`src/rtl/mbo_pkg.sv`:
```
// Shared types and constants for the multiply blend with opacity block.
`default_nettype none

package mbo_pkg;

    localparam int CH_N      = 3;             // blue, green, red
    localparam int C_W       = 16;            // min alpha times opacity
    localparam int DEN_W     = 24;            // ratio denominator
    localparam int DIV_STEPS = 17;            // one quotient bit per stage
    localparam int Q_W       = DIV_STEPS;     // ratio, Q1.16 up to 1.0
    localparam int NUM_W     = DEN_W + 16;    // ratio numerator
    localparam int PROD_W    = 32;            // channel numerator

    localparam logic [7:0]        OPACITY_RESET = 8'd255;
    localparam logic [C_W-1:0]    ALPHA_SQ      = 16'd65025;     // 255 * 255
    localparam logic [Q_W-1:0]    ONE_Q16       = 17'h10000;
    localparam logic [DEN_W-1:0]  MIX_FULL      = 24'd16711680;  // 255 * 65536
    localparam logic [PROD_W-1:0] MIX_HALF      = 32'd8355840;   // MIX_FULL / 2

    typedef struct packed {
        logic [7:0] base_blue;
        logic [7:0] base_green;
        logic [7:0] base_red;
        logic [7:0] base_alpha;
        logic [7:0] top_blue;
        logic [7:0] top_green;
        logic [7:0] top_red;
        logic [7:0] top_alpha;
    } mbo_in_t;

    typedef struct packed {
        logic [7:0] out_blue;
        logic [7:0] out_green;
        logic [7:0] out_red;
    } mbo_out_t;

    // Index 0 is blue, 1 green, 2 red.
    typedef logic [CH_N-1:0][7:0] mbo_pix_t;

    // Color data that rides along with the ratio computation.
    typedef struct packed {
        mbo_pix_t base;
        mbo_pix_t top;
        logic     zero;     // effective alpha is zero: pass base through
    } mbo_side_t;

    typedef struct packed {
        logic [NUM_W-1:0] num;
        logic [DEN_W-1:0] den;
    } mbo_frac_t;

endpackage

`default_nettype wire

```
`src/rtl/mbo_div.sv`:
```
// Pipelined restoring divider: one ratio bit per stage.
`default_nettype none

module mbo_div
    import mbo_pkg::*;
(
    input  wire logic      aclk,
    input  wire logic      aresetn,
    input  wire logic      in_valid,
    output logic           in_ready,
    input  wire mbo_frac_t in_frac,
    input  wire mbo_side_t in_side,
    output logic           out_valid,
    input  wire logic      out_ready,
    output logic [Q_W-1:0] out_q,
    output mbo_side_t      out_side
);

    logic             vld_reg  [DIV_STEPS];
    logic             adv      [DIV_STEPS];
    logic [DEN_W-1:0] rem_reg  [DIV_STEPS];
    logic [DEN_W-1:0] den_reg  [DIV_STEPS];
    logic [Q_W-1:0]   q_reg    [DIV_STEPS];
    logic [Q_W-1:0]   lo_reg   [DIV_STEPS];
    mbo_side_t        side_reg [DIV_STEPS];

    for (genvar k = 0; k < DIV_STEPS; k++) begin : g_step
        logic             vld_in, adv_nxt, ge;
        logic [DEN_W-1:0] rem_in, den_in, rem_next;
        logic [Q_W-1:0]   q_in, lo_in, q_next, lo_next;
        mbo_side_t        side_in;
        logic [DEN_W:0]   trial, diff;

        if (k == 0) begin : g_first
            // Top bits start the remainder; they stay below the divisor.
            assign vld_in  = in_valid;
            assign rem_in  = DEN_W'(in_frac.num[NUM_W-1:Q_W]);
            assign lo_in   = in_frac.num[Q_W-1:0];
            assign q_in    = '0;
            assign den_in  = in_frac.den;
            assign side_in = in_side;
        end else begin : g_next
            assign vld_in  = vld_reg[k-1];
            assign rem_in  = rem_reg[k-1];
            assign lo_in   = lo_reg[k-1];
            assign q_in    = q_reg[k-1];
            assign den_in  = den_reg[k-1];
            assign side_in = side_reg[k-1];
        end

        if (k == DIV_STEPS - 1) begin : g_last
            assign adv_nxt = out_ready;
        end else begin : g_mid
            assign adv_nxt = adv[k+1];
        end

        assign adv[k]   = !vld_reg[k] || adv_nxt;
        assign trial    = {rem_in, lo_in[Q_W-1]};
        assign ge       = trial >= {1'b0, den_in};
        assign diff     = trial - {1'b0, den_in};
        assign rem_next = ge ? diff[DEN_W-1:0] : trial[DEN_W-1:0];
        assign q_next   = {q_in[Q_W-2:0], ge};
        assign lo_next  = {lo_in[Q_W-2:0], 1'b0};

        always_ff @(posedge aclk) begin
            if (!aresetn) begin
                vld_reg[k] <= 1'b0;
            end else if (adv[k]) begin
                vld_reg[k] <= vld_in;
            end
        end

        always_ff @(posedge aclk) begin
            if (adv[k]) begin
                rem_reg[k]  <= rem_next;
                den_reg[k]  <= den_in;
                q_reg[k]    <= q_next;
                lo_reg[k]   <= lo_next;
                side_reg[k] <= side_in;
            end
        end
    end

    assign in_ready  = adv[0];
    assign out_valid = vld_reg[DIV_STEPS-1];
    assign out_q     = q_reg[DIV_STEPS-1];
    assign out_side  = side_reg[DIV_STEPS-1];

    for (genvar k = 0; k < DIV_STEPS; k++) begin : g_chk
        a_rem_below_den: assert property (@(posedge aclk) disable iff (!aresetn)
            vld_reg[k] && !side_reg[k].zero |-> rem_reg[k] < den_reg[k])
            else $error("divider remainder not below divisor");
    end

    a_ratio_max: assert property (@(posedge aclk) disable iff (!aresetn)
        out_valid && !out_side.zero |-> out_q <= ONE_Q16)
        else $error("ratio above one");

endmodule

`default_nettype wire

```
`config.mk`:
```
export PLATFORM = sky130hd
export DESIGN_NAME = mbo_div
export DESIGN_NICKNAME = d
export VERILOG_FILES = /design/src/rtl/mbo_pkg.sv /design/src/rtl/mbo_div.sv
export SDC_FILE = /design/constraint.sdc
export NUM_CORES = 2
export LEC_CHECK = 0
export ABC_AREA = 1
export BUFFER_PORTS_ARGS = -buffer_cell sky130_fd_sc_hd__buf_2
export CORE_AREA = 2 2 398 400
export DETAILED_ROUTE_END_ITERATION = 8
export DIE_AREA = 0 0 400 402
export PLACE_DENSITY = 0.7
export REMOVE_ABC_BUFFERS = 1
export SLEW_MARGIN = 20
export SYNTH_ARGS = -nofsm -noshare
export SYNTH_HDL_FRONTEND = slang
export SYNTH_SLANG_ARGS = --single-unit
```
`constraint.sdc`:
```
create_clock -name aclk -period 33.1 [get_ports aclk]
set_input_delay 6.62 -clock aclk [delete_from_list [all_inputs] [get_ports aclk]]
set_output_delay 6.62 -clock aclk [all_outputs]
set_load 0.005 [all_outputs]
```
==> flow_metrics.tcl <==
set metrics [dict create \
    layout_commonest_cell "edfxtp_1" \
    clock.fmax_ghz 0.06097 \
    num-fill-cells 12530 \
    worstSkewPairLatency_ps 820 \
    cts_resized 0 \
    relSlewSlack_pct 31.71 \
    syn_to_final_growth_pct 11.27 \
    post_drt_via_cell_ratio 5.445 \
    core_area_sq_um 157100 \
    tightest_slew_ps 1023 \
    synth_cell_type_count 50 \
    final.period_utilization_pct 49.55 \
    cp.arrival_ps 9780 \
    synth_seq_cells 1907 \
    netlist_instances 6981 \
    crit_buf_inv 5 \
    path_clk_slew_ps 60 \
    crit_path_max_incr_delay_ps 370 \
    hold_viol_final 0 \
    cts_hold_buf 0 \
    layout-drive-gt1-share_pct 9.160 \
    synth-edff-count 1906 \
    final_cell_mix "edfxtp_1, nand2_1, inv_1, nor2_1, ha_1" \
    async_reset_ff_share_pct 0 \
    finalSetupViolCount 0 \
    cp-start-kind "input pin" \
    drc 0 \
    finish.utilization_pct 60.62 \
    r2r_slack_ps 28190 \
    grt_pass1_wl_mm 304.8 \
    grt_max_degree 74 \
    slew_viol_final 0 \
    ys_warn_count 0 \
    clock_skew_ps 53.91 \
    yosysSeqAreaShare_pct 66.89 \
    rr_endpoint "side_reg[0][157]" \
    cp_num_cells 14 \
    ir_worst_vdd_v 0.00005888 \
    p_leak_nw 38.86 \
    die_y_um 402 \
    cts_buffers 191 \
    grt_usage_pct 25.15 \
    min_to "side_reg[0][114]" \
    dieArea_sq_um 160800 \
    nets 7856 \
    powerDensity_nw_per_um2 90.47 \
    antennaDiodeCount 0 \
    vias 52000 \
    overflow 0 \
    largest_reg_flops 833 \
    hold_depth 0 \
    ys.flop_type "edfxtp_1" \
    tritoncts "built" \
    crit_type "input pin to primary output" \
    setup_total_negative_slack_ps 0 \
    clk_path_buf_depth 3 \
    crit_slowest_cell "nand4_4" \
    cp_data_required_time_ps 26480 \
    drv_cap 0 \
    synth_top_area_share_pct 66.87 \
    cpLargestDelayFamily "simple AND/OR/NAND/NOR gates" \
    r2r_cells 13 \
    ant_nets 0 \
    synthTopCellsByArea "edfxtp_1, ha_1, nand2_1, inv_1, a21oi_1" \
    cts_sinks 1907 \
    start_util_pct 54.48 \
    port_buffers 184 \
    gp_congestion 0.9325 \
    htree_levels 4 \
    grt_setup_unrepaired "false" \
    min_period_ps 16400 \
    ios 185 \
    hold_path_startpoint "side_reg[0][65]" \
    syn-cell-area_sq_um 85590 \
    hpwl_mm 153.5 \
    status "complete, no violations" \
    wl_mm 200.6 \
    antenna_found_initial 14 \
    critPathMaxFanout 54 \
    grt_pass1_vias 51110 \
    cts-root-buf "clkbuf_16" \
    worst_hold_path_type "flop to flop" \
    synth_largest_area_cell "edfxtp_1" \
    first_pass_iters 6 \
    initialDrtViolationCount 4031 \
    die_w_um 400 \
    post_cts.repair.setup_buffers 0 \
    path_cells "buf_2 -> inv_1 -> nand4_4 -> buf_4 -> nor2_4 -> nand4_4 -> buf_4 -> nor2_4 -> nand4_4 -> nor2_4 -> nand4_4 -> nor2_4 -> nand2_4 -> buf_2" \
    timing.rr.start "vld_reg[14]" \
    rows 146 \
    wl_per_cell_um 21.01 \
    endpoint_kind "primary output" \
    post_synth.cell_area_avg_sq_um 12.26 \
]
## metrics by stage
| step | setup WS [ps] | hold WS [ps] | instances | total power, mW | instance area [sq um] |
|---|---|---|---|---|---|
| 6_report | 16700 | 401.2 | 9550 | 8.616 | 95240 |
| 5_1_grt | 16440 | 412.4 | 9550 | 9.145 | 95240 |
| 4_1_cts | 16620 | 396.1 | 9550 | 8.652 | 95240 |
| 3_5_place_dp | 16610 | 404.5 | 9194 | 6.439 | 88750 |
| 3_3_place_gp | 16710 | 400.3 | 9194 | 6.417 | 88750 |
| 2_1_floorplan | 10960 | 400.3 | 6911 | 5.512 | 84990 |
## cells in the mapped netlist, types with 15 or more instances
| cell | instances |
|---|---|
| a21o_1 | 55 |
| a21oi_1 | 387 |
| a31oi_1 | 72 |
| buf_2 | 16 |
| buf_4 | 16 |
| buf_6 | 35 |
| edfxtp_1 | 1906 |
| fa_1 | 16 |
| ha_1 | 408 |
| inv_1 | 834 |
| inv_2 | 17 |
| nand2_1 | 1258 |
| nand2_2 | 16 |
| nand3_1 | 212 |
| nand3_2 | 19 |
| nand4_1 | 67 |
| nor2_1 | 453 |
| nor3_1 | 105 |
| nor4_1 | 22 |
| o211ai_1 | 17 |
| o21a_1 | 22 |
| o21ai_0 | 299 |
| o21ai_1 | 186 |
| o21ai_2 | 70 |
| o21bai_1 | 38 |
| o311ai_0 | 15 |
| xnor2_1 | 215 |
| xor2_1 | 103 |
## logic make-up after synthesis
group,synth area share [%]
fa+ha+maj,6.338
xor+xnor,3.254
flops,66.89
buf+inv,4.448
simple gates,10.99
compound gates,8.075
## worst register-to-register path, delay by kind of cell (launching register included)
family | cells | cell delay (ps)
buf+inv | 5 | 2910
flops | 1 | 450
simple gates | 8 | 1090
## worst max path at each step
stage / from / to
6_report: out_ready / in_ready
5_1_grt: out_ready / in_ready
4_1_cts: out_ready / in_ready
3_5_place_dp: out_ready / in_ready
3_3_place_gp: out_ready / in_ready
2_1_floorplan: out_ready / in_ready
## layout make-up
cell class	count	area (sq um)	area share [%]
Sequential cell	1907	57250	60.12
Multi-Input combinational cell	4152	24560	25.79
Clock buffer	227	4979	5.227
Inverter	852	3223	3.384
Tap cell	2072	2592	2.722
Clock inverter	129	1509	1.584
Timing Repair Buffer	211	1124	1.180
## routing by layer
layer  share of wire [%]  GRT usage (%)  wire length (um)  vias to the layer above
met3                 5.3          4.159             10680                      316
li1                    -              -                 -                    25350
met5               0.013              0                26                        -
met2                  47          40.74             95210                     1318
met1                  44          35.04             88750                    25010
met4                 3.0          7.609              5928                        4
## where the power goes
part	total (mW)	switching (mW)	internal, mW
logic	2.91	1.89	1.01
registers	3.52	0.269	3.25
clock network	2.19	0.931	1.26
total	8.62	3.09	5.52
Power figures use the tool's default switching activity.
