[config.mk]
export PLATFORM = sky130hd
export DESIGN_NAME = mbo_mix
export DESIGN_NICKNAME = d
export VERILOG_FILES = /design/src/rtl/mbo_pkg.sv /design/src/rtl/mbo_mix.sv
export SDC_FILE = /design/constraint.sdc
export NUM_CORES = 2
export LEC_CHECK = 0
export ABC_CLOCK_PERIOD_IN_PS = 8400
export BUFFER_PORTS_ARGS = -buffer_cell sky130_fd_sc_hd__buf_2
export CAP_MARGIN = 20
export CORE_ASPECT_RATIO = 0.6
export CORE_MARGIN = 4
export CORE_UTILIZATION = 45
export DETAILED_ROUTE_END_ITERATION = 10
export MAX_ROUTING_LAYER = met4
export PLACE_DENSITY = 0.67
export SYNTH_ARGS = -nofsm -noshare
export SYNTH_HDL_FRONTEND = slang
export SYNTH_SLANG_ARGS = --single-unit
[constraint.sdc]
create_clock -name aclk -period 8.4 [get_ports aclk]
set_clock_uncertainty 0.1 [all_clocks]
set_input_delay 2.52 -clock aclk [delete_from_list [all_inputs] [get_ports aclk]]
set_output_delay 2.52 -clock aclk [all_outputs]
set_load 0.05 [all_outputs]
[src/rtl/mbo_pkg.sv]
// Shared types and constants for the multiply blend with opacity block.
`default_nettype none

package mbo_pkg;

    localparam int CH_N      = 3;             // blue, green, red
    localparam int C_W       = 16;            // min alpha times opacity
    localparam int DEN_W     = 24;            // ratio denominator
    localparam int DIV_STEPS = 17;            // one quotient bit per stage
    localparam int Q_W       = DIV_STEPS;     // ratio, Q1.16 up to 1.0
    localparam int NUM_W     = DEN_W + 16;    // ratio numerator
    localparam int PROD_W    = 32;            // channel numerator

    localparam logic [7:0]        OPACITY_RESET = 8'd255;
    localparam logic [C_W-1:0]    ALPHA_SQ      = 16'd65025;     // 255 * 255
    localparam logic [Q_W-1:0]    ONE_Q16       = 17'h10000;
    localparam logic [DEN_W-1:0]  MIX_FULL      = 24'd16711680;  // 255 * 65536
    localparam logic [PROD_W-1:0] MIX_HALF      = 32'd8355840;   // MIX_FULL / 2

    typedef struct packed {
        logic [7:0] base_blue;
        logic [7:0] base_green;
        logic [7:0] base_red;
        logic [7:0] base_alpha;
        logic [7:0] top_blue;
        logic [7:0] top_green;
        logic [7:0] top_red;
        logic [7:0] top_alpha;
    } mbo_in_t;

    typedef struct packed {
        logic [7:0] out_blue;
        logic [7:0] out_green;
        logic [7:0] out_red;
    } mbo_out_t;

    // Index 0 is blue, 1 green, 2 red.
    typedef logic [CH_N-1:0][7:0] mbo_pix_t;

    // Color data that rides along with the ratio computation.
    typedef struct packed {
        mbo_pix_t base;
        mbo_pix_t top;
        logic     zero;     // effective alpha is zero: pass base through
    } mbo_side_t;

    typedef struct packed {
        logic [NUM_W-1:0] num;
        logic [DEN_W-1:0] den;
    } mbo_frac_t;

endpackage

`default_nettype wire

[src/rtl/mbo_mix.sv]
// Channel mix: product and base weighted by the ratio, rounded to bytes.
`default_nettype none

module mbo_mix
    import mbo_pkg::*;
(
    input  wire logic       aclk,
    input  wire logic       aresetn,
    input  wire logic       in_valid,
    output logic            in_ready,
    input  wire logic [Q_W-1:0] in_q,
    input  wire mbo_side_t  in_side,
    output logic            out_valid,
    input  wire logic       out_ready,
    output mbo_out_t        out_data
);

    localparam int STAGES = 3;

    logic vld_reg [STAGES];
    logic adv     [STAGES];

    logic [Q_W-1:0]   r_eff;
    logic [DEN_W-1:0] prod_s1_reg [CH_N];
    logic [DEN_W-1:0] prod_s1_next [CH_N];
    mbo_side_t        side_s1_reg;
    logic [PROD_W-1:0] num_s2_reg  [CH_N];
    logic [PROD_W-1:0] num_s2_next [CH_N];
    mbo_side_t        side_s2_reg;
    logic [7:0]       pix_s3_next [CH_N];
    mbo_out_t         out_reg;

    assign adv[STAGES-1] = !vld_reg[STAGES-1] || out_ready;
    for (genvar k = 0; k < STAGES - 1; k++) begin : g_adv
        assign adv[k] = !vld_reg[k] || adv[k+1];
    end
    assign in_ready = adv[0];

    always_comb begin
        logic [PROD_W-1:0] x;
        logic [15:0]       y;
        logic [15:0]       s;
        // Zero effective alpha forces the ratio to zero: base passes unchanged.
        if (in_side.zero) begin
            r_eff = '0;
        end else if (in_q > ONE_Q16) begin
            r_eff = ONE_Q16;
        end else begin
            r_eff = in_q;
        end
        for (int c = 0; c < CH_N; c++) begin
            prod_s1_next[c] = DEN_W'(r_eff) * DEN_W'(8'd255 - in_side.top[c]);
            num_s2_next[c]  = PROD_W'(side_s1_reg.base[c]) * PROD_W'(MIX_FULL - prod_s1_reg[c]);
            // round, drop 16 fraction bits, then divide by 255 exactly
            x = num_s2_reg[c] + MIX_HALF;
            y = x[PROD_W-1:16];
            s = y + 16'd1 + (y >> 8);
            pix_s3_next[c] = s[15:8];
        end
    end

    always_ff @(posedge aclk) begin
        if (!aresetn) begin
            for (int k = 0; k < STAGES; k++) begin
                vld_reg[k] <= 1'b0;
            end
        end else begin
            if (adv[0]) vld_reg[0] <= in_valid;
            for (int k = 1; k < STAGES; k++) begin
                if (adv[k]) vld_reg[k] <= vld_reg[k-1];
            end
        end
    end

    always_ff @(posedge aclk) begin
        if (adv[0]) begin
            prod_s1_reg <= prod_s1_next;
            side_s1_reg <= in_side;
        end
        if (adv[1]) begin
            num_s2_reg  <= num_s2_next;
            side_s2_reg <= side_s1_reg;
        end
        if (adv[2]) begin
            out_reg.out_blue  <= pix_s3_next[0];
            out_reg.out_green <= pix_s3_next[1];
            out_reg.out_red   <= pix_s3_next[2];
        end
    end

    assign out_valid = vld_reg[STAGES-1];
    assign out_data  = out_reg;

    a_zero_keeps_base: assert property (@(posedge aclk) disable iff (!aresetn)
        vld_reg[1] && side_s2_reg.zero |->
            num_s2_reg[0] == PROD_W'(side_s2_reg.base[0]) * PROD_W'(MIX_FULL) &&
            num_s2_reg[1] == PROD_W'(side_s2_reg.base[1]) * PROD_W'(MIX_FULL) &&
            num_s2_reg[2] == PROD_W'(side_s2_reg.base[2]) * PROD_W'(MIX_FULL))
        else $error("zero alpha word does not pass base through");

endmodule

`default_nettype wire
==> metrics.cfg <==
[route]
drt_wl_total_um = 88590
drt_first_iter_violations = 1604
vias = 28188
viasPerCell = 4.957
drt_pass1_iterations = 7
wl_per_cell_um = 15.58
route.detailed.drc = 0
drtAntennaViolNets = 0

[timing]
max_slew.worst_pin.slew_ns = 1.078
slew_headroom_pct = 27.63
fmax_ghz = 0.1228
maxSlewViolCount = 0
setup_viol = 0
fin_crit_ns = 8.142
hold_slack_ns = 0.4828
finalCritPeriodShare_pct = 96.93
finalHoldViolations = 0

[yosys]
synth_top_family_by_area = adder cells
synth-simple-area-share_pct = 18.17
syn_nets = 5499
synth-compound-area-share_pct = 4.678
synth_ff_type = edfxtp_1
synth_seq_cells = 174
ys_seq_area_share_pct = 13.16
ys_warn_count = 0
syn-cell-area_mm2 = 0.03972
synth_xor_area_share_pct = 5.488
yosysUniqueCellTypes = 69
syn_inst = 4343
synthAdderAreaFrac_pct = 47.82
syn_avg_cell_area_um2 = 9.145
synth_edf_count = 174
synth.area.mux_share_pct = 0
async_flop_share_pct = 0

[cts]
cts.sinks = 174
cts_tree = yes
cts.htree.levels = 4
clk_latency_ns = 0.51
clk_pin_slew_ns = 0.07
ctsLongestPathBuffers = 2
clock-root-buffer = clkbuf_16
ctsHoldBuffers = 0
numCtsBuffers = 17

[worst_setup_path]
arrival_ns = 8.30
crit_family = adder cells
crit_buf_inv = 8
rrSetupSlack_ns = 0.64
r2r_end = num_s2_reg[94]$_DFFE_PP_
slowest_delay_ns = 0.51
end_kind = flop
crit_type = input pin to flop
critPathRequiredTime_ns = 8.56
rr_worst_depth = 24
r2r-start = prod_s1_reg[50]$_DFFE_PN_
crit_slowest_cell = fa_1
cp_max_fo = 8
startpoint_type = input pin

[die]
fp.coreArea_mm2 = 0.08755
die_h_um = 238.1
io_pins = 96
die_area_mm2 = 0.09324
start_util_pct = 45.37
placementRows = 84
die_w_um = 391.5

[min_path]
hp-start = vld_reg[0][1]$_SDFFCE_PP0P_
hold_class = flop to flop
hold_end = vld_reg[0][2]$_SDFFCE_PP0P_
whs_path_depth = 1

[grt]
grt_overflow_total = 0
grt_pass1_vias = 29414
grt_max_degree = 60
antenna_found_initial = 8
groute.usage.overall_pct = 20.58
grt_pass1_wl_um = 150300

[run_status]
status = completed

[final_layout]
area_growth_pct = 8.748
drive_above_1_share_pct = 11.77
largest_reg_flops = 72
finalNetCount = 5662
finalNonFillerCells = 5686

[placed_design]
io_buffers = 95
dpl.cell_count = 5645
place.gp.congestion = 0.8708
place_hpwl_um = 74840

[flow_run]
max_cap_viol_count = 0

==> cell type report <==
cell class	instances	area, um2
antenna	6	15.01
multi-input combinational	3038	30350
clock inverter	15	135.1
tap	1161	1453
clock buffer	17	425.4
inverter	1003	3765
timing repair buffer	272	1829
fill	8168	44360
sequential	174	5225
==> per-layer routing <==
| layer | vias up | track usage (%) | part of all wire, % |
|---|---|---|---|
| li1 | 13443 | - | - |
| met1 | 13995 | 30.86 | 51 |
| met2 | 693 | 28.68 | 41 |
| met3 | 57 | 4.774 | 7.3 |
| met4 | 0 | 3.510 | 1.0 |
| met5 | - | - | 0 |
==> per-stage QoR <==
step | setup TNS (ns) | util, % | setup WS [ns] | cell area [um2]
4_1_cts | 0 | 49.20 | 0.09693 | 43080
5_1_grt | -0.02991 | 49.34 | -0.02991 | 43190
6_report | 0 | 49.34 | 0.2577 | 43190
3_5_place_dp | -4.087 | 48.56 | -0.4464 | 42520
3_3_place_gp | -2.906 | 48.56 | -0.3666 | 42520
2_1_floorplan | 0 | - | 0.04367 | 39730
==> kinds of logic after synthesis <==
family | Yosys count
buf+inv | 1131
flops | 174
compound gates | 275
simple gates | 1435
xor+xnor | 242
fa+ha+maj | 1086
==> Yosys cell counts, types with 4 or more instances <==
master | number | area [um2]
inv_1 | 1003 | 3765
fa_1 | 720 | 14410
ha_1 | 366 | 4579
nand2_1 | 361 | 1355
nor2_1 | 332 | 1246
and2_1 | 328 | 2052
or2_2 | 188 | 1176
edfxtp_1 | 174 | 5225
xnor2_1 | 153 | 1340
clkbuf_1 | 122 | 457.9
xor2_1 | 81 | 709.4
a21oi_1 | 70 | 350.3
o21ai_0 | 45 | 225.2
nor3_1 | 43 | 215.2
nand3_1 | 41 | 205.2
a21o_1 | 34 | 255.2
o21a_1 | 29 | 217.7
and3_1 | 22 | 137.6
nor4_1 | 21 | 131.4
or3_1 | 19 | 118.9
nand4_1 | 18 | 112.6
nand2b_1 | 17 | 106.4
nor2b_1 | 16 | 100.1
o21bai_1 | 16 | 120.1
a211oi_1 | 10 | 75.07
o211ai_1 | 9 | 67.56
a31oi_1 | 6 | 37.54
buf_1 | 6 | 22.52
or4_1 | 5 | 37.54
xnor2_2 | 5 | 81.33
a21boi_0 | 4 | 30.03
a22o_1 | 4 | 35.03
nor3b_1 | 4 | 30.03
o31ai_1 | 4 | 30.03
o41ai_1 | 4 | 35.03
==> how the worst max path moves through the flow <==
stage / from / end / slack, ns / depth (start not counted)
after floorplan: in_q[1] / prod_s1_reg[46]$_DFFE_PN_ / 0.04 / 24
after global placement: in_q[1] / prod_s1_reg[71]$_DFFE_PN_ / -0.37 / 25
after detailed placement: in_q[10] / prod_s1_reg[71]$_DFFE_PN_ / -0.45 / 25
after CTS: in_q[10] / prod_s1_reg[71]$_DFFE_PN_ / 0.1 / 25
after global routing: in_q[1] / prod_s1_reg[46]$_DFFE_PN_ / -0.03 / 28
final: in_q[1] / prod_s1_reg[21]$_DFFE_PN_ / 0.26 / 26
==> layout by cell type, fill, tap and decap left out, drive strengths merged, types with 18 or more instances in the layout <==
master and n:
a21oi 71, xor2 84, and2 328, and3 22, xnor2 158, buf 272
ha 366, nor4 21, edfxtp 174, or3 22, nand2 361, or2 188
fa 720, nand3 41, inv 1008, nor2 335, nand4 18, a21o 34
nor3 43, o21ai 46, o21a 29
==> timing repair <==
item,CTS,global route
resized for setup,0,16
setup buffers,0,3
setup endpoints to repair,0,14
Power is not shown: default switching activity piles up to over one toggle a cycle in this logic, so the estimate is an artifact.
