## config.mk

```make
export PLATFORM = sky130hd
export DESIGN_NAME = mbo_front
export DESIGN_NICKNAME = d
export VERILOG_FILES = /design/src/rtl/mbo_pkg.sv /design/src/rtl/mbo_front.sv
export SDC_FILE = /design/constraint.sdc
export NUM_CORES = 1
export LEC_CHECK = 0
export BUFFER_PORTS_ARGS = -buffer_cell sky130_fd_sc_hd__buf_2
export CAP_MARGIN = 30
export CORE_MARGIN = 2
export CORE_UTILIZATION = 45
export CTS_BUF_LIST = sky130_fd_sc_hd__clkbuf_8
export DETAILED_ROUTE_END_ITERATION = 12
export PLACE_DENSITY_LB_ADDON = 0.25
export RECOVER_POWER = 25
export REMOVE_ABC_BUFFERS = 1
export SYNTH_ARGS = -nofsm -noshare
export SYNTH_HDL_FRONTEND = slang
export SYNTH_SLANG_ARGS = --single-unit
```

## constraint.sdc

```tcl
create_clock -name aclk -period 9.45 [get_ports aclk]
set_clock_uncertainty 0.1 [all_clocks]
set_input_delay 1.89 -clock aclk [delete_from_list [all_inputs] [get_ports aclk]]
set_output_delay 1.89 -clock aclk [all_outputs]
set_load 0.1 [all_outputs]
```

## src/rtl/mbo_pkg.sv

```systemverilog
// Shared types and constants for the multiply blend with opacity block.
`default_nettype none

package mbo_pkg;

    localparam int CH_N      = 3;             // blue, green, red
    localparam int C_W       = 16;            // min alpha times opacity
    localparam int DEN_W     = 24;            // ratio denominator
    localparam int DIV_STEPS = 17;            // one quotient bit per stage
    localparam int Q_W       = DIV_STEPS;     // ratio, Q1.16 up to 1.0
    localparam int NUM_W     = DEN_W + 16;    // ratio numerator
    localparam int PROD_W    = 32;            // channel numerator

    localparam logic [7:0]        OPACITY_RESET = 8'd255;
    localparam logic [C_W-1:0]    ALPHA_SQ      = 16'd65025;     // 255 * 255
    localparam logic [Q_W-1:0]    ONE_Q16       = 17'h10000;
    localparam logic [DEN_W-1:0]  MIX_FULL      = 24'd16711680;  // 255 * 65536
    localparam logic [PROD_W-1:0] MIX_HALF      = 32'd8355840;   // MIX_FULL / 2

    typedef struct packed {
        logic [7:0] base_blue;
        logic [7:0] base_green;
        logic [7:0] base_red;
        logic [7:0] base_alpha;
        logic [7:0] top_blue;
        logic [7:0] top_green;
        logic [7:0] top_red;
        logic [7:0] top_alpha;
    } mbo_in_t;

    typedef struct packed {
        logic [7:0] out_blue;
        logic [7:0] out_green;
        logic [7:0] out_red;
    } mbo_out_t;

    // Index 0 is blue, 1 green, 2 red.
    typedef logic [CH_N-1:0][7:0] mbo_pix_t;

    // Color data that rides along with the ratio computation.
    typedef struct packed {
        mbo_pix_t base;
        mbo_pix_t top;
        logic     zero;     // effective alpha is zero: pass base through
    } mbo_side_t;

    typedef struct packed {
        logic [NUM_W-1:0] num;
        logic [DEN_W-1:0] den;
    } mbo_frac_t;

endpackage

`default_nettype wire

```

## src/rtl/mbo_front.sv

```systemverilog
// Front end: effective alpha, new alpha and the rounded ratio numerator.
`default_nettype none

module mbo_front
    import mbo_pkg::*;
(
    input  wire logic      aclk,
    input  wire logic      aresetn,
    input  wire logic [7:0] opacity,
    input  wire logic      in_valid,
    output logic           in_ready,
    input  wire mbo_in_t   in_data,
    output logic           out_valid,
    input  wire logic      out_ready,
    output mbo_frac_t      out_frac,
    output mbo_side_t      out_side
);

    localparam int STAGES = 4;

    logic vld_reg [STAGES];
    logic adv     [STAGES];

    // stage 1: min alpha times opacity
    logic [7:0]       a1_s1_reg,   a1_s1_next;
    logic [C_W-1:0]   c_s1_reg,    c_s1_next;
    mbo_side_t        side_s1_reg, side_s1_next;
    // stage 2: partial products of the new alpha
    logic [DEN_W-1:0] p1_s2_reg,   p1_s2_next;
    logic [DEN_W-1:0] p2_s2_reg,   p2_s2_next;
    logic [DEN_W-1:0] c255_s2_reg, c255_s2_next;
    mbo_side_t        side_s2_reg;
    // stage 3: new alpha
    logic [DEN_W-1:0] n_s3_reg,    n_s3_next;
    logic [DEN_W-1:0] c255_s3_reg;
    mbo_side_t        side_s3_reg;
    // stage 4: numerator with half the divisor for rounding
    mbo_frac_t        frac_s4_reg, frac_s4_next;
    mbo_side_t        side_s4_reg;

    logic [7:0] min_alpha;

    assign adv[STAGES-1] = !vld_reg[STAGES-1] || out_ready;
    for (genvar k = 0; k < STAGES - 1; k++) begin : g_adv
        assign adv[k] = !vld_reg[k] || adv[k+1];
    end
    assign in_ready = adv[0];

    always_comb begin
        min_alpha = (in_data.base_alpha < in_data.top_alpha) ? in_data.base_alpha
                                                             : in_data.top_alpha;
        a1_s1_next = in_data.base_alpha;
        c_s1_next  = C_W'(min_alpha) * C_W'(opacity);
        side_s1_next.base = {in_data.base_red, in_data.base_green, in_data.base_blue};
        side_s1_next.top  = {in_data.top_red, in_data.top_green, in_data.top_blue};
        side_s1_next.zero = (min_alpha == 8'd0) || (opacity == 8'd0);

        p1_s2_next   = DEN_W'(a1_s1_reg) * DEN_W'(ALPHA_SQ);
        p2_s2_next   = DEN_W'(8'd255 - a1_s1_reg) * DEN_W'(c_s1_reg);
        c255_s2_next = (DEN_W'(c_s1_reg) << 8) - DEN_W'(c_s1_reg);

        n_s3_next = p1_s2_reg + p2_s2_reg;

        frac_s4_next.num = {c255_s3_reg, 16'd0} + NUM_W'(n_s3_reg >> 1);
        frac_s4_next.den = n_s3_reg;
    end

    always_ff @(posedge aclk) begin
        if (!aresetn) begin
            for (int k = 0; k < STAGES; k++) begin
                vld_reg[k] <= 1'b0;
            end
        end else begin
            if (adv[0]) vld_reg[0] <= in_valid;
            for (int k = 1; k < STAGES; k++) begin
                if (adv[k]) vld_reg[k] <= vld_reg[k-1];
            end
        end
    end

    always_ff @(posedge aclk) begin
        if (adv[0]) begin
            a1_s1_reg   <= a1_s1_next;
            c_s1_reg    <= c_s1_next;
            side_s1_reg <= side_s1_next;
        end
        if (adv[1]) begin
            p1_s2_reg   <= p1_s2_next;
            p2_s2_reg   <= p2_s2_next;
            c255_s2_reg <= c255_s2_next;
            side_s2_reg <= side_s1_reg;
        end
        if (adv[2]) begin
            n_s3_reg    <= n_s3_next;
            c255_s3_reg <= c255_s2_reg;
            side_s3_reg <= side_s2_reg;
        end
        if (adv[3]) begin
            frac_s4_reg <= frac_s4_next;
            side_s4_reg <= side_s3_reg;
        end
    end

    assign out_valid = vld_reg[STAGES-1];
    assign out_frac  = frac_s4_reg;
    assign out_side  = side_s4_reg;

    // New alpha bounds 255 * C, so the ratio never exceeds 1.0 in Q1.16.
    a_den_bounds_num: assert property (@(posedge aclk) disable iff (!aresetn)
        vld_reg[2] && !side_s3_reg.zero |-> n_s3_reg >= c255_s3_reg && n_s3_reg != '0)
        else $error("new alpha below 255 times effective alpha");

endmodule

`default_nettype wire

```

==> key figures <==
Status
  – Status: complete, no violations

Yosys
  – Netlist Area Pre-Place: 22,050 um^2
  – Post-synth ARST share: 0%
  – Number of synthesized flops with an enable pin: 390
  – Area leader, netlist: edfxtp_1
  – Sequential share of the synthesized area: 53.11%
  – #FFs+latches synth: between 300 and 400
  – Synth top area share: 53.11%
  – Primary FF master, synth: edfxtp_1
  – Syn Inst Count: 1,657
  – Synth unique cells: 61
  – Mean Syn Cell Area: about 13 um^2
  – Area contributors post-synth: edfxtp_1 53%, fa_1 13%, ha_1 9.6%
  – YS warnings: 0

Place
  – DP Worst Slack: roughly 1100 ps
  – Placer Congestion: 0.8530
  – HPWL after DPL: 30,810 um
  – Port-buffer cells: 190

Drt
  – WL/cell: 16.39 um
  – DRT Pass-1 Iters: 5
  – Starting DRC count in detailed routing: 578
  – DRC Markers: 0
  – Routed via count: 12,870
  – Post-route ant nets: 0
  – Drt total wl: 41,950 um
  – DR vias/cell: 5.027

Die
  – Initial Util: 45.33%
  – Die Wd: 225.4 um
  – Num rows: 81
  – Core area: just under 50,000 um^2
  – Die H: 225.4 um
  – I/O pins: 191
  – Total Die Area: 50,790 um^2

Worst setup path
  – Flop2flop setup slack: between 3000 and 4000 ps
  – Worst reg2reg path depth: 16
  – Worst setup path class: in -> reg
  – CP arrival: just under 8000 ps
  – Max FO, Critical Path: 10
  – CP endpoint kind: flip-flop
  – Reg2reg end: p2_s2_reg[23]$_DFFE_PP_
  – Req. time, crit path: 9700 ps
  – Startpoint Class: primary input
  – RR Startpoint: a1_s1_reg[3]$_DFFE_PP_

Finish
  – Register area: 11,710 um^2
  – Fin nets: 2,279
  – Area of the multi-input gates: 9283 um^2
  – Layout cells sized above 1: between 10% and 20%
  – Area growth syn-to-layout: 13.23%
  – Most frequent cells in the layout: 390 x edfxtp_1, 241 x inv_1, 190 x buf_2
  – Most common cell after layout, fill and taps aside: edfxtp_1
  – Fill count: 4,214

CTS
  – Clk sinks: 390
  – CTS buffer count: 68
  – Worst-Skew Late Latency: 650 ps
  – Hold_buf cts: 0
  – Post-CTS sizing: 0
  – Clk buf depth: 3
  – Root buffer cell: clkbuf_8
  – CTS H-tree lvls: 3
  – Setup Buffers After CTS: 0
  – Clock slew seen by the registers of the worst setup and hold paths: 60 ps
  – CTS tree: done

Timing
  – Max_slew headroom: 7.060%
  – Fin crit period: between 7000 and 8000 ps
  – Hold Fails Final Rpt: 0
  – Fin. max-slew vios: 0
  – Fmax: 129.9 MHz
  – Worst Setup Slack, final: 1754 ps
  – Period utilisation layout: 81.44%
  – Slew of the pin with the lowest slew margin: 1394 ps
  – Unrepaired setup endpoints after global routing: false
  – TNS Setup: 0 ps
  – Setup violators final: 0

GRT
  – Vias in the first global route: 13,380
  – Largest net degree at the start of global routing: 84
  – GRT Total Usage: between 10% and 20%
  – Initial antenna violation count: 1
  – Grt total ovfl: 0
  – Global-route wire length before repair: a little under 70,000 um

Hold path
  – HP Class: reg -> reg
  – Hold EP: c255_s3_reg[17]$_DFFE_PP_
  – Hold path startpoint: c255_s2_reg[17]$_DFFE_PP_
  – Worst hold path stage count: 0

Flow run
  – MaxCap Viol Count: 0
-- metrics by stage --
step                utilization [%]  cell area (um^2)  hold WS [ps]  cells
CTS                           51.32             24970         307.5   2558
global route                  51.32             24970         311.3   2560
detailed placement            48.72             23700         304.5   2440
floorplan                         -             21850         300.3   1620
finish                        51.32             24970         307.3   2560
global placement              48.60             23640         300.3   2438
-- cell usage after synthesis, types with 2 or more instances --
library cell  instances
nor3_1               16
o21bai_1              5
inv_1               227
ha_1                169
o211ai_1              6
nor4b_1               2
xnor2_1              69
clkbuf_1             20
nand2_1              56
fa_1                145
nor4_1               10
a31o_2                4
mux2i_1               9
a21boi_0              2
and2_1                9
edfxtp_1            390
nor2b_1              91
nand3_1              16
o21a_1               17
o21ai_0              29
and3_1               11
buf_4                16
a211oi_1             12
a32o_1                2
nand4_1               7
or3_1                 2
a21o_1               17
o2bb2ai_1             2
clkinv_1              5
a31oi_1               8
nor2_1               97
o21ai_1               5
o311ai_0              3
o31a_1                3
a311oi_1              2
o31ai_1               3
xor2_1               30
nand2b_1             59
a21oi_1              56
nor3b_1               4
-- kinds of logic (layout without fill, tap and decap cells) --
| kind of cell | Yosys count | count (layout) | synth area share (%) |
|---|---|---|---|
| AOI/OAI and AO/OA | 184 | 184 | 5.470 |
| xor gates and xnor gates | 99 | 99 | 3.932 |
| adders and majority gates | 314 | 314 | 22.75 |
| buffers and inverters | 269 | 549 | 4.857 |
| DFF | 390 | 390 | 53.11 |
| muxes | 10 | 10 | 0.4596 |
| other | 0 | 1 | 0 |
| and+or+nand+nor | 391 | 391 | 9.414 |
-- cell type report --
type	instances	share of cell area (%)
antenna	1	0.01002
clock inverter	49	1.278
multi-input combinational	998	37.18
timing repair buffer	199	4.195
inverter	232	3.508
tap	622	3.117
clock buffer	69	3.804
sequential	390	46.91
-- worst max-delay path by stage --
stage	startpoint	end	slack, ps	depth (start not counted)
6_report	in_data[1]	c_s1_reg[15]$_DFFE_PP_	1750	24
5_1_grt	in_data[1]	c_s1_reg[15]$_DFFE_PP_	1350	24
4_1_cts	in_data[1]	c_s1_reg[15]$_DFFE_PP_	1740	24
3_5_place_dp	in_data[1]	c_s1_reg[15]$_DFFE_PP_	1090	24
3_3_place_gp	in_data[1]	c_s1_reg[15]$_DFFE_PP_	1220	24
2_1_floorplan	in_data[1]	c_s1_reg[15]$_DFFE_PP_	1890	23
-- per-layer routing --
metal / vias to the layer above / wire length, um / global-route usage (%)
met5: - / 0 / 0
met1: 6304 / 18430 / 21.85
met3: 78 / 2006 / 3.012
li1: 6165 / - / -
met2: 321 / 20270 / 28.63
met4: 0 / 1245 / 7.669
-- critical path, cell delays in order --
cell       delay, ps
buf_2            100
inv_1             40
ha_1             270
a21o_1           110
a21o_1           100
a21oi_1           70
o21ai_1          750
mux2i_1          710
nand2b_1         220
fa_1             450
fa_1             540
inv_1             50
fa_1             470
inv_1             50
fa_1             470
inv_1             40
ha_1             310
o21a_1           120
o31a_1           120
o211ai_1         220
a21oi_1          110
a2111oi_2        440
a21oi_1          140
xnor2_1          140
Power is not shown: default switching activity piles up to over one toggle a cycle in this logic, so the estimate is an artifact.
